===== src/hw/rtl/bb3_pkg.sv =====
package bb3_pkg;

   localparam int MAX_WIDTH  = 512;
   localparam int MAX_HEIGHT = 4096;

   // Column index into a line store, and a row counter that also covers
   // the two flush rows after the last row of pixels.
   localparam int COL_W  = $clog2(MAX_WIDTH);
   localparam int ROW_W  = $clog2(MAX_HEIGHT + 2);
   localparam int WCFG_W = 10;
   localparam int HCFG_W = 13;
   // Clamped sizes: width up to MAX_WIDTH, height up to MAX_HEIGHT.
   localparam int WEFF_W = $clog2(MAX_WIDTH + 1);
   localparam int HEFF_W = $clog2(MAX_HEIGHT + 1);

   localparam int APB_AW = 3;
   localparam int APB_DW = 32;

   // Register index, taken from paddr[2].
   localparam logic REG_IMAGE_WIDTH  = 1'b0;
   localparam logic REG_IMAGE_HEIGHT = 1'b1;

   localparam logic [WCFG_W-1:0] WIDTH_RESET  = WCFG_W'(512);
   localparam logic [HCFG_W-1:0] HEIGHT_RESET = HCFG_W'(512);

   // A sum of nine 8-bit channels, and floor(sum / 9) as a multiply by a
   // rounded-up reciprocal; exact for every sum below 2**RECIP_SHIFT.
   localparam int SUM_W       = 12;
   localparam int RECIP_SHIFT = 15;
   localparam logic [SUM_W-1:0] RECIP_9 = SUM_W'(((1 << RECIP_SHIFT) + 8) / 9);

   typedef struct packed {
      logic [7:0] red;
      logic [7:0] green;
      logic [7:0] blue;
   } pixel_type;

   typedef struct packed {
      logic [WEFF_W-1:0] width;
      logic [HEFF_W-1:0] height;
   } cfg_type;

   typedef struct packed {
      logic             en;
      logic [COL_W-1:0] addr;
      pixel_type        upper;
      pixel_type        middle;
   } line_wr_type;

   function automatic logic [7:0] div9(input logic [SUM_W-1:0] sum);
      logic [2*SUM_W-1:0] prod;
      prod = (2*SUM_W)'(sum) * (2*SUM_W)'(RECIP_9);
      return prod[RECIP_SHIFT +: 8];
   endfunction

endpackage


===== src/hw/rtl/bb3_mean.sv =====
module bb3_mean (
   input  bb3_pkg::pixel_type [8:0] taps,
   output bb3_pkg::pixel_type       mean
);
   import bb3_pkg::*;

   logic [SUM_W-1:0] sum [3];
   logic [23:0]      res;

   always_comb begin
      for (int ch = 0; ch < 3; ch++) begin
         sum[ch] = '0;
         for (int k = 0; k < 9; k++) begin
            sum[ch] = sum[ch] + SUM_W'(taps[k][8*ch +: 8]);
         end
         res[8*ch +: 8] = div9(sum[ch]);
      end
   end

   assign mean = pixel_type'(res);

endmodule


===== config.mk =====
export PLATFORM = sky130hd
export DESIGN_NAME = bb3_mean
export DESIGN_NICKNAME = d
export VERILOG_FILES = /design/src/hw/rtl/bb3_pkg.sv /design/src/hw/rtl/bb3_mean.sv
export SDC_FILE = /design/constraint.sdc
export NUM_CORES = 1
export LEC_CHECK = 0
export BUFFER_PORTS_ARGS = -buffer_cell sky130_fd_sc_hd__buf_2
export CAP_MARGIN = 20
export CELL_PAD_IN_SITES_DETAIL_PLACEMENT = 1
export CELL_PAD_IN_SITES_GLOBAL_PLACEMENT = 2
export CORE_MARGIN = 5
export CORE_UTILIZATION = 36
export DETAILED_ROUTE_END_ITERATION = 10
export PLACE_DENSITY = 0.83
export SLEW_MARGIN = 20
export SYNTH_ARGS = -nofsm -noshare
export SYNTH_HDL_FRONTEND = slang
export SYNTH_SLANG_ARGS = --single-unit

===== constraint.sdc =====
create_clock -name vclk -period 14.7
set_input_delay 2.94 -clock vclk [all_inputs]
set_output_delay 2.94 -clock vclk [all_outputs]
set_load 0.03 [all_outputs]

# Word level (Yosys, flattened, before mapping)
# Index checks and enable logic that the tools add are counted.
word_totals:
  reg_bits: 0
  input_bits: 216
  wordCells: 27
classes:
  mul: 3
  addsub: 24
ops:
  columns: ["operator", "n"]
  rows:
  - ["$add A12 B8 Y12", 12]
  - ["$mul A12 B12 Y23 const B", 3]
  - ["$add A11 B8 Y12", 3]
  - ["$add A10 B8 Y11", 3]
  - ["$add A9 B8 Y10", 3]
  - ["$add A8 B8 Y9", 3]

# Longest topological paths before layout
logic_depth:
  depth_word: 9
  depth_mapped: 34
  depth_no_buf: 34

# Worst setup path before layout
# OpenSTA, ideal clock, no wires.
synth_timing:
  path_kind: "input port to output port"
  start: "in taps[90] in the netlist's numbering"
  end: "out mean[20] in the netlist's numbering"
  setup_slack_ns: 0.920
  path_buffers: 0
  arrival_ns: 10.840
  path_stages: 30
  path_cell_list: "inv_1 fa_1 inv_1 fa_1 fa_1 fa_1 ha_1 inv_1 fa_1 nor2b_1 o21ai_1 a21oi_1 nor3_1 xnor2_1 xor2_1 ha_1 ha_1 inv_1 fa_1 inv_1 fa_1 inv_1 fa_1 inv_1 ha_1 a21o_1 a21oi_1 o21ai_0 a221oi_1 o311ai_0"
synth_rtl:
  columns: ["item", "line", "source"]
  rows:
  - ["start, declared", "bb3_mean.sv:2", "input bb3_pkg::pixel_type [8:0] taps,"]
  - ["end, declared", "bb3_mean.sv:3", "output bb3_pkg::pixel_type mean"]

==> metrics.md <==
| Metric | Value |
|---|---|
| Status | completed |
| YS warnings | 0 |
| Final setup viols | 0 |
| Worst min-delay path class | in2out |
| WHS Path Cells | 10 |
| Input/output buffers | 240 |
| Netlist cell types | 60 |
| Gpl congestion | 0.858 |
| Via count | 8685 |
| Drt drc | 0 |
| Pins over their slew limit | 0 |
| Max Cap Viol | 0 |
| Fin. Hold Viols | 0 |
| Final worst path period need | 14.20 ns |
| Slowest CP cell | fa_1 |
| Full die area | 0.0359 sq mm |
| Hold buffers post-CTS | 0 |
| Number of post-CTS setup repair buffers | 0 |
| Design Area, Final | 0.0133 sq mm |
| Placed cell areas | 0.0133 sq mm |
| Cell area after synthesis | 0.0116 sq mm |
| Iter 0 DRT Violations | 199 |
| Nets | 2170 |
| Buf/Inv on CP | 9 |
| Most common cell on crit path | fa_1 |
| Critical path class | in2out |
| Post_cts resized | 0 |
| Setup TNS | 0 ns |
| Final period util | 0.966 |
| I/O pin total | 240 |
| FF+latch area | 0 sq um |
| Layout area overhead | 15.0% |
| Mean number of vias per cell | 4.62 |
| FMAX | slightly above 0.07 GHz |
| Critical Path End Type | primary output |
| Largest cells by area after synthesis | fa_1 40%, ha_1 26%, inv_1 14% |
| Post-Syn Nets | between 1500 and 2000 |
| First-pass GRT wire length | 47.4 mm |
| Overflow after GRT | 0 |
| Initial antenna violation count | 0 |
| Max-slew headroom | 0.461 |
| DR WL/cell | 14.8 um |
| Worst hold endpoint | mean[23] |
| Critical Path Fanout Max | 5 |
| Post-synthesis sequential area ratio | 0 |
| CP arrival | around 11 ns |
| Seq_cells | 0 |
| Clock buf count | 0 |
| Top cell type's share of synthesized area | 0.404 |
| CP startpoint kind | primary input |
| CP required | 11.76 ns |
| RSZ-0062 raised after global routing | false |
| Vias in the first global route | 10100 |
| CP peak stage delay | 0.55 ns |
| Largest net degree at the start of global routing | 9 |
| Die W | 189 um |
| Worst-margin pin slew | 0.802 ns |
| Leading area contributor after synthesis | fa_1 |
| Cell family with most CP delay | adder cells |
| Inserted Diodes | 0 |
| Num rows | 65 |
| Remaining antenna violation count | 0 |
| Final wirelength | 27.7 mm |
| Starting Density | 0.366 |
| Pre-antenna DRT Iters | 4 |
| Cell count after synthesis | 1234 |
| Total Routing Usage GR | 0.157 |
| Core area | 0.0316 sq mm |
| Share of layout cells above drive strength 1 | 0.177 |
| Worst hold start | taps[143] |
| DIE HEIGHT | 189 um |
| Syn_area_per_cell | roughly 9.4 sq um |
| DP HPWL | 27.1 mm |
stage by stage:
| step | cells | hold slack (ns) | utilization | worst slack, ns |
|---|---|---|---|---|
| after floorplan | 1234 | 6.86 | - | 0.920 |
| after global placement | 1878 | 7.36 | 0.421 | 0.372 |
| after detailed placement | 1878 | 7.35 | 0.421 | 0.328 |
| after CTS | 1878 | 7.37 | 0.421 | 0.295 |
| after global routing | 1878 | 7.46 | 0.421 | 0.0303 |
| final | 1878 | 7.37 | 0.421 | 0.505 |
worst max-delay path by stage:
stage / from / to / slack (ns) / cells after the start
floorplan: taps[90] / mean[20] / 0.92 / 30
global placement: taps[90] / mean[19] / 0.37 / 33
detailed placement: taps[90] / mean[19] / 0.33 / 33
CTS: taps[90] / mean[19] / 0.30 / 33
global route: taps[90] / mean[21] / 0.03 / 33
finish: taps[90] / mean[21] / 0.50 / 33
cell usage after synthesis, drive strengths merged (2+ instances only):
master,instances
a21boi,3
o41a,2
or3,3
o21ai,19
fa,234
o211a,2
inv,437
xor2,24
nand3b,2
a221oi,3
and2,11
a21o,19
o221ai,2
nor3,10
o311ai,2
xnor3,4
nand2b,3
a211oi,7
or2,4
o41ai,5
xnor2,47
and3,5
ha,242
nand2,27
a31o,2
nor2b,8
o21a,4
o31ai,5
nor2,30
a22oi,2
o21bai,3
a31oi,5
nand4,2
nand3,7
a21oi,32
worst min-delay path, delay by kind of cell:
| family | cells | cell delay, ns |
|---|---|---|
| simple gates | 1 | 0.09 |
| fa+ha+maj | 4 | 0.74 |
| buf+inv | 2 | 0.26 |
| compound gates | 1 | 0.16 |
| xor+xnor | 2 | 0.21 |
layout make-up:
| cell class | instances | area [sq um] |
|---|---|---|
| Fill cell | 3781 | 18300 |
| Tap cell | 402 | 503 |
| Multi-Input combinational cell | 795 | 9960 |
| Inverter | 438 | 1640 |
| Timing Repair Buffer | 243 | 1220 |
layer usage:
layer,vias up,GRT usage,share of wire
met5,-,0,0
met4,0,0.00501,0.0044
met3,8,0.0136,0.037
met2,154,0.294,0.52
met1,4289,0.207,0.44
li1,4234,-,-
placed cells by master, fill, tap and decap left out, types with 2 or more instances in the layout:
master	n
inv_1	437
ha_1	242
buf_2	240
fa_1	234
xnor2_1	44
a21oi_1	32
nor2_1	30
nand2_1	27
xor2_1	23
a21o_1	19
o21ai_0	15
nor3_1	10
and2_1	10
nor2b_1	8
nand3_1	7
a211oi_1	6
and3_1	5
a31oi_1	5
o31ai_1	5
o21a_1	4
o21ai_1	4
or2_2	4
a21boi_0	3
xnor2_2	3
or3_1	3
xnor3_1	3
nand2b_1	3
o21bai_1	3
buf_4	3
o211a_1	2
nand4_1	2
nand3b_1	2
o41ai_2	2
o221ai_1	2
o41ai_4	2
o41a_1	2
a221oi_1	2
a31o_2	2
a22oi_1	2
cells by family (layout without fill, tap and decap cells):
logic type,Yosys count,count (layout),synth area share
AO/OA/AOI/OAI,129,129,0.0809
XOR/XNOR,75,75,0.0628
adder cells (fa/ha/maj),476,476,0.665
buffers and inverters,439,681,0.142
AND/OR/NAND/NOR,115,115,0.0487
Power is left out: the tool's default activity adds up to more than one toggle a clock period on the data nets, which glitch-free logic cannot reach.
