File: config.mk
export PLATFORM = sky130hd
export DESIGN_NAME = bb3_csr
export DESIGN_NICKNAME = d
export VERILOG_FILES = /design/src/hw/rtl/bb3_pkg.sv /design/src/hw/rtl/bb3_csr.sv
export SDC_FILE = /design/constraint.sdc
export NUM_CORES = 1
export LEC_CHECK = 0
export BUFFER_PORTS_ARGS = -buffer_cell sky130_fd_sc_hd__buf_2
export CAP_MARGIN = 20
export CORE_UTILIZATION = 42
export CTS_BUF_LIST = sky130_fd_sc_hd__clkbuf_2 sky130_fd_sc_hd__clkbuf_4 sky130_fd_sc_hd__clkbuf_8
export DETAILED_ROUTE_END_ITERATION = 12
export GPL_TIMING_DRIVEN = 0
export PLACE_DENSITY_LB_ADDON = 0.1
export SYNTH_ARGS = -nofsm -noshare
export SYNTH_HDL_FRONTEND = slang
export SYNTH_SLANG_ARGS = --single-unit
File: constraint.sdc
create_clock -name clock -period 1.37 [get_ports clock]
set_input_delay 0.274 -clock clock [delete_from_list [all_inputs] [get_ports clock]]
set_output_delay 0.274 -clock clock [all_outputs]
set_load 0.05 [all_outputs]
File: src/hw/rtl/bb3_pkg.sv
package bb3_pkg;

   localparam int MAX_WIDTH  = 512;
   localparam int MAX_HEIGHT = 4096;

   // Column index into a line store, and a row counter that also covers
   // the two flush rows after the last row of pixels.
   localparam int COL_W  = $clog2(MAX_WIDTH);
   localparam int ROW_W  = $clog2(MAX_HEIGHT + 2);
   localparam int WCFG_W = 10;
   localparam int HCFG_W = 13;
   // Clamped sizes: width up to MAX_WIDTH, height up to MAX_HEIGHT.
   localparam int WEFF_W = $clog2(MAX_WIDTH + 1);
   localparam int HEFF_W = $clog2(MAX_HEIGHT + 1);

   localparam int APB_AW = 3;
   localparam int APB_DW = 32;

   // Register index, taken from paddr[2].
   localparam logic REG_IMAGE_WIDTH  = 1'b0;
   localparam logic REG_IMAGE_HEIGHT = 1'b1;

   localparam logic [WCFG_W-1:0] WIDTH_RESET  = WCFG_W'(512);
   localparam logic [HCFG_W-1:0] HEIGHT_RESET = HCFG_W'(512);

   // A sum of nine 8-bit channels, and floor(sum / 9) as a multiply by a
   // rounded-up reciprocal; exact for every sum below 2**RECIP_SHIFT.
   localparam int SUM_W       = 12;
   localparam int RECIP_SHIFT = 15;
   localparam logic [SUM_W-1:0] RECIP_9 = SUM_W'(((1 << RECIP_SHIFT) + 8) / 9);

   typedef struct packed {
      logic [7:0] red;
      logic [7:0] green;
      logic [7:0] blue;
   } pixel_type;

   typedef struct packed {
      logic [WEFF_W-1:0] width;
      logic [HEFF_W-1:0] height;
   } cfg_type;

   typedef struct packed {
      logic             en;
      logic [COL_W-1:0] addr;
      pixel_type        upper;
      pixel_type        middle;
   } line_wr_type;

   function automatic logic [7:0] div9(input logic [SUM_W-1:0] sum);
      logic [2*SUM_W-1:0] prod;
      prod = (2*SUM_W)'(sum) * (2*SUM_W)'(RECIP_9);
      return prod[RECIP_SHIFT +: 8];
   endfunction

endpackage

File: src/hw/rtl/bb3_csr.sv
module bb3_csr (
   input  logic                      clock,
   input  logic                      reset,
   input  logic                      psel,
   input  logic                      penable,
   input  logic                      pwrite,
   input  logic [bb3_pkg::APB_AW-1:0] paddr,
   input  logic [bb3_pkg::APB_DW-1:0] pwdata,
   output logic [bb3_pkg::APB_DW-1:0] prdata,
   output logic                      pready,
   output bb3_pkg::cfg_type          cfg
);
   import bb3_pkg::*;

   logic [WCFG_W-1:0] width_ff, width_in;
   logic [HCFG_W-1:0] height_ff, height_in;
   logic              wr_en;

   assign pready = 1'b1;
   assign wr_en  = psel && penable && pwrite;

   always_comb begin
      width_in  = width_ff;
      height_in = height_ff;
      if (wr_en) begin
         case (paddr[2])
            REG_IMAGE_WIDTH:  width_in  = pwdata[WCFG_W-1:0];
            REG_IMAGE_HEIGHT: height_in = pwdata[HCFG_W-1:0];
            default: ;
         endcase
      end
   end

   always_ff @(posedge clock) begin
      if (reset) begin
         width_ff  <= WIDTH_RESET;
         height_ff <= HEIGHT_RESET;
      end else begin
         width_ff  <= width_in;
         height_ff <= height_in;
      end
   end

   always_comb begin
      case (paddr[2])
         REG_IMAGE_WIDTH:  prdata = APB_DW'(width_ff);
         REG_IMAGE_HEIGHT: prdata = APB_DW'(height_ff);
         default:          prdata = '0;
      endcase
   end

   // Effective sizes, clamped to the range the datapath supports.
   always_comb begin
      if (width_ff < WCFG_W'(3)) begin
         cfg.width = WEFF_W'(3);
      end else if (width_ff > WCFG_W'(MAX_WIDTH)) begin
         cfg.width = WEFF_W'(MAX_WIDTH);
      end else begin
         cfg.width = WEFF_W'(width_ff);
      end
      if (height_ff < HCFG_W'(3)) begin
         cfg.height = HEFF_W'(3);
      end else if (height_ff > HCFG_W'(MAX_HEIGHT)) begin
         cfg.height = HEFF_W'(MAX_HEIGHT);
      end else begin
         cfg.height = HEFF_W'(height_ff);
      end
   end

endmodule

# [Word-level counts from Yosys, hierarchy flattened]
# Cells that the tools add are included.
[totals] ff_bits=23 in_bits=40 out_inout_bits=56 wordCells=16
[op_classes] n_lt_le_gt_ge=4 mux=5 bitwise=1 n_reduce_logical=4
[ops] cell="$pmux 32 s2" n=1
[ops] cell="$mux 13" n=2
[ops] cell="$mux 10" n=2
[ops] cell="$gt 13x13->1 const B" n=1
[ops] cell="$lt 13x2->1 const B" n=1
[ops] cell="$gt 10x10->1 const B" n=1
[ops] cell="$lt 10x2->1 const B" n=1
[ops] cell="$reduce_and 2->1" n=2
[ops] cell="$logic_and 1x1->1" n=2
[ops] cell="$not 1->1" n=1

# [Depth between registers and ports, before layout]
[logic_depth] ltp_word=3 mapped_depth=5

# [Least setup slack after synthesis]
# OpenSTA, ideal clock, no wires.
[synth_timing] path_type="reg-to-output" start="register height_ff[12]" end="output port cfg[0] in the netlist's numbering" t_arrival_ps=1637 t_required_ps=1096 slack_ps=-541 path_stages_with_launch=3 n_path_buf=1 cell_sequence="dfxtp_1 clkbuf_1 o21ai_0"
[synth_rtl] item="start, declared" line="bb3_csr.sv:16" source="logic [HCFG_W-1:0] height_ff, height_in;"
[synth_rtl] item="start signal, assigned" line="bb3_csr.sv:40" source="height_ff <= height_in;"
[synth_rtl] item="end, declared" line="bb3_csr.sv:11" source="output bb3_pkg::cfg_type cfg"

==> impl_results.md <==
* Total GRT Usage at roughly 25%
* Average wire per standard cell at about 14 um
* Via/cell ratio at ~4.8
* Compound-Gate Fraction of Synth Area at 9.68%
* # H-tree levels at 1
* Share of layout cells above drive strength 1 at between 60% and 70%
* Largest family of logic cells by synthesized area: simple AND/OR/NAND/NOR gates
* Max-capacitance violation count at 0
* Number of port buffers at 52
* Post-Syn Instances at about 170
* Area of the die at 0.00340 mm^2
* Status: finished with violations
* Starting density of the core at 44.0%
* RSZ-0062 raised after global routing: true
* Min Hold Slack at 177 ps
* IO Pins at 96
* Reg2Reg Setup Slack at about 280 ps
* Worst skew pair latency at 310 ps
* Vias post-DR at between 1,000 and 1,500
* Crit start category: register
* Simple-gate portion of the synthesized area at 29.6%
* Vias in the first global route at roughly 1,300
* Multiplexer share of the synthesized area at 8.46%
* Die Wd at 58.3 um
* Detailed Route WL at 4430 um
* YS warnings at 0
* Crit Reg-Reg Endpoint: width_ff[9]
* Top post-synthesis cells by area: dfxtp_1, nand2_1, buf_4, mux2_2, a21oi_1
* Largest net degree at the start of global routing at 14
* Area grow syn2layout at 86.6%
* Setup Viol. Count Final at 30
* Placed Cells at 288
* Max Fclk at 0.575 GHz
* Clock Skews at 0 ps
* Reg clk slew, reported paths at ~130 ps
* First-pass GRT wire length at 6350 um
* Area of the core at 0.00303 mm^2
* Post-synthesis xor/xnor area fraction at 0%
* Cells along the critical path: nor4_4 > nand3_2 > o21ai_2 > buf_6
* Maximum clock path buffer count at 2
* Max stage delay on crit path at 370 ps
* Dpl hpwl at ~2400 um
* Maximum vdd drop at 0.000576 V
* Final Max Tran Viols at 0
* Max FO, Critical Path at 2
* HP Class: in2reg
* Final Hold Fails at 0
* CP max-delay cell: dfxtp_2
* Register area share after synthesis at 34.6%
* CTS tree: built
* Mapped Area at 0.00133 mm^2
* FILL cells at 193
* CP startpoint: height_ff[6]
* Setup TNS at -3860 ps
* Iter 0 DRT Violations at 47
* Fin worst setup slack at -368 ps
* Rel. slew slack at 63.5%
* Most common cell after layout, fill and taps aside: nand2_1
* Most frequent cells in the layout: nand2_1, buf_6, buf_4
* FF-to-FF Start: width_ff[9]
* Stages on worst setup path at 4
* Tmin final at 1740 ps
* Synth Area in Adders at 0%
* Final antenna-violating net count at 0
* Critical Path AT at 1460 ps
* CTS root buf: clkbuf_4
* GRT overflow at 0
* Initial antenna violation count at 0
* Crit Path Class: reg2out
* R2R cell count at 5
* CP delay by family, top: simple AND/OR/NAND/NOR gates
* Fin util at 82.0%
* Slew @ Worst Pin at 548 ps
* Syn Area/Cell at 7.65 um^2
* Ant. Diodes at 0
* Non-filler cells, final at 309
* Synthesized flop and latch total at 23
* Worst Path Required at 1100 ps
* DRC at 0
* Gpl congestion at 0.765
* Worst setup endpoint: cfg[1]
* Top cell type's share of synthesized area at 34.6%
* Failing checks: negative setup slack
* Cell row count at 20
* 1st-pass router iterations at 4
* LEAKAGE at between 1 and 1.5 nW
* Synth unique cells at 22
* Worst path buffer plus inverter count at 1
* Power Density at 607 mW/mm^2
* Die Y at about 58 um
* CTS Hold Bufs at 0
* Cell taking the most area after synthesis: dfxtp_1
* Crit. End Element: output port
* CTS Buf Count at 3
* Final critical-path share of the clock period at 127%
* CTS sink count at 23
* Nets at 306
==> cell families after synthesis <==
logic type	after synthesis
AO/OA/AOI/OAI	25
buffers and inverters	34
flip-flops	23
multiplexers	10
other	2
AND/OR/NAND/NOR	80
==> worst register-to-register path: stages, from the launching register on <==
cell	delay [ps]
dfxtp_2	360
buf_8	130
buf_8	140
buf_4	130
nor3_1	180
nor2_1	60
==> per-layer routing <==
| metal | vias to the layer above | global-route usage [%] | wire length [um] |
|---|---|---|---|
| met1 | 698 | 32.6 | 1770 |
| li1 | 713 | - | - |
| met2 | 75 | 42.0 | 2320 |
| met5 | - | 0 | 0 |
| met4 | 0 | 7.82 | 93 |
| met3 | 12 | 5.49 | 247 |
==> stage by stage <==
| stage | power, mW | instance area, um^2 | worst slack, ps |
|---|---|---|---|
| 6_report | 1.51 | 2480 | -368 |
| 5_1_grt | 1.58 | 2480 | -442 |
| 4_1_cts | 1.47 | 2330 | -324 |
| 3_5_place_dp | 1.10 | 1730 | -301 |
| 3_3_place_gp | 1.10 | 1730 | -302 |
| 2_1_floorplan | 1.03 | 1410 | -166 |
==> power by group <==
part / switching [mW] / total [mW] / leakage (nW) / internal, mW
combinational: 0.311 / 0.494 / 0.872 / 0.183
clock: 0.211 / 0.320 / 0.0177 / 0.109
sequential: 0.0189 / 0.692 / 0.196 / 0.673
total: 0.541 / 1.51 / 1.09 / 0.966
==> cells in the mapped netlist, drive strengths merged <==
| cell type | instances |
|---|---|
| nand4 | 1 |
| nand4b | 1 |
| and4b | 1 |
| nand2 | 42 |
| nand3 | 1 |
| mux2 | 10 |
| inv | 2 |
| a21oi | 23 |
| and4 | 1 |
| nor3 | 6 |
| nor2b | 17 |
| conb | 2 |
| buf | 25 |
| dfxtp | 23 |
| o21ai | 2 |
| nor4 | 3 |
| nor2 | 4 |
| and2 | 3 |
| clkbuf | 7 |
==> registers in the layout (all words and copies together), names as in the netlist <==
| signal | cells |
|---|---|
| height_ff | 13 |
| width_ff | 10 |
==> timing repair <==
action                                  in CTS  in global routing
pin swaps                                    4                  1
cloned                                       1                  0
hold endpoints to repair                     0                  0
endpoints found under the setup margin      32                 35
buffers inserted                            14                  4
gates resized for setup                    141                 43
==> layout make-up <==
class / instances / area [um^2] / area share (%)
multi-input combinational: 135 / 942 / 37.9
timing repair buffer: 69 / 692 / 27.9
sequential: 23 / 500 / 20.2
buffer: 32 / 259 / 10.4
tap: 44 / 55.1 / 2.22
clock buffer: 3 / 22.5 / 0.907
inverter: 2 / 7.51 / 0.302
clock inverter: 1 / 5.00 / 0.202
==> worst min path at each step <==
stage	from	to	slack (ps)	cells past startpoint
floorplan	pwdata[9]	height_ff[9]	400	2
global placement	width_ff[1]	width_ff[1]	460	2
detailed placement	width_ff[1]	width_ff[1]	470	2
CTS	pwdata[12]	height_ff[12]	170	3
global route	pwdata[5]	height_ff[5]	160	3
finish	pwdata[11]	height_ff[11]	180	3
Power figures use the tool's default switching activity.
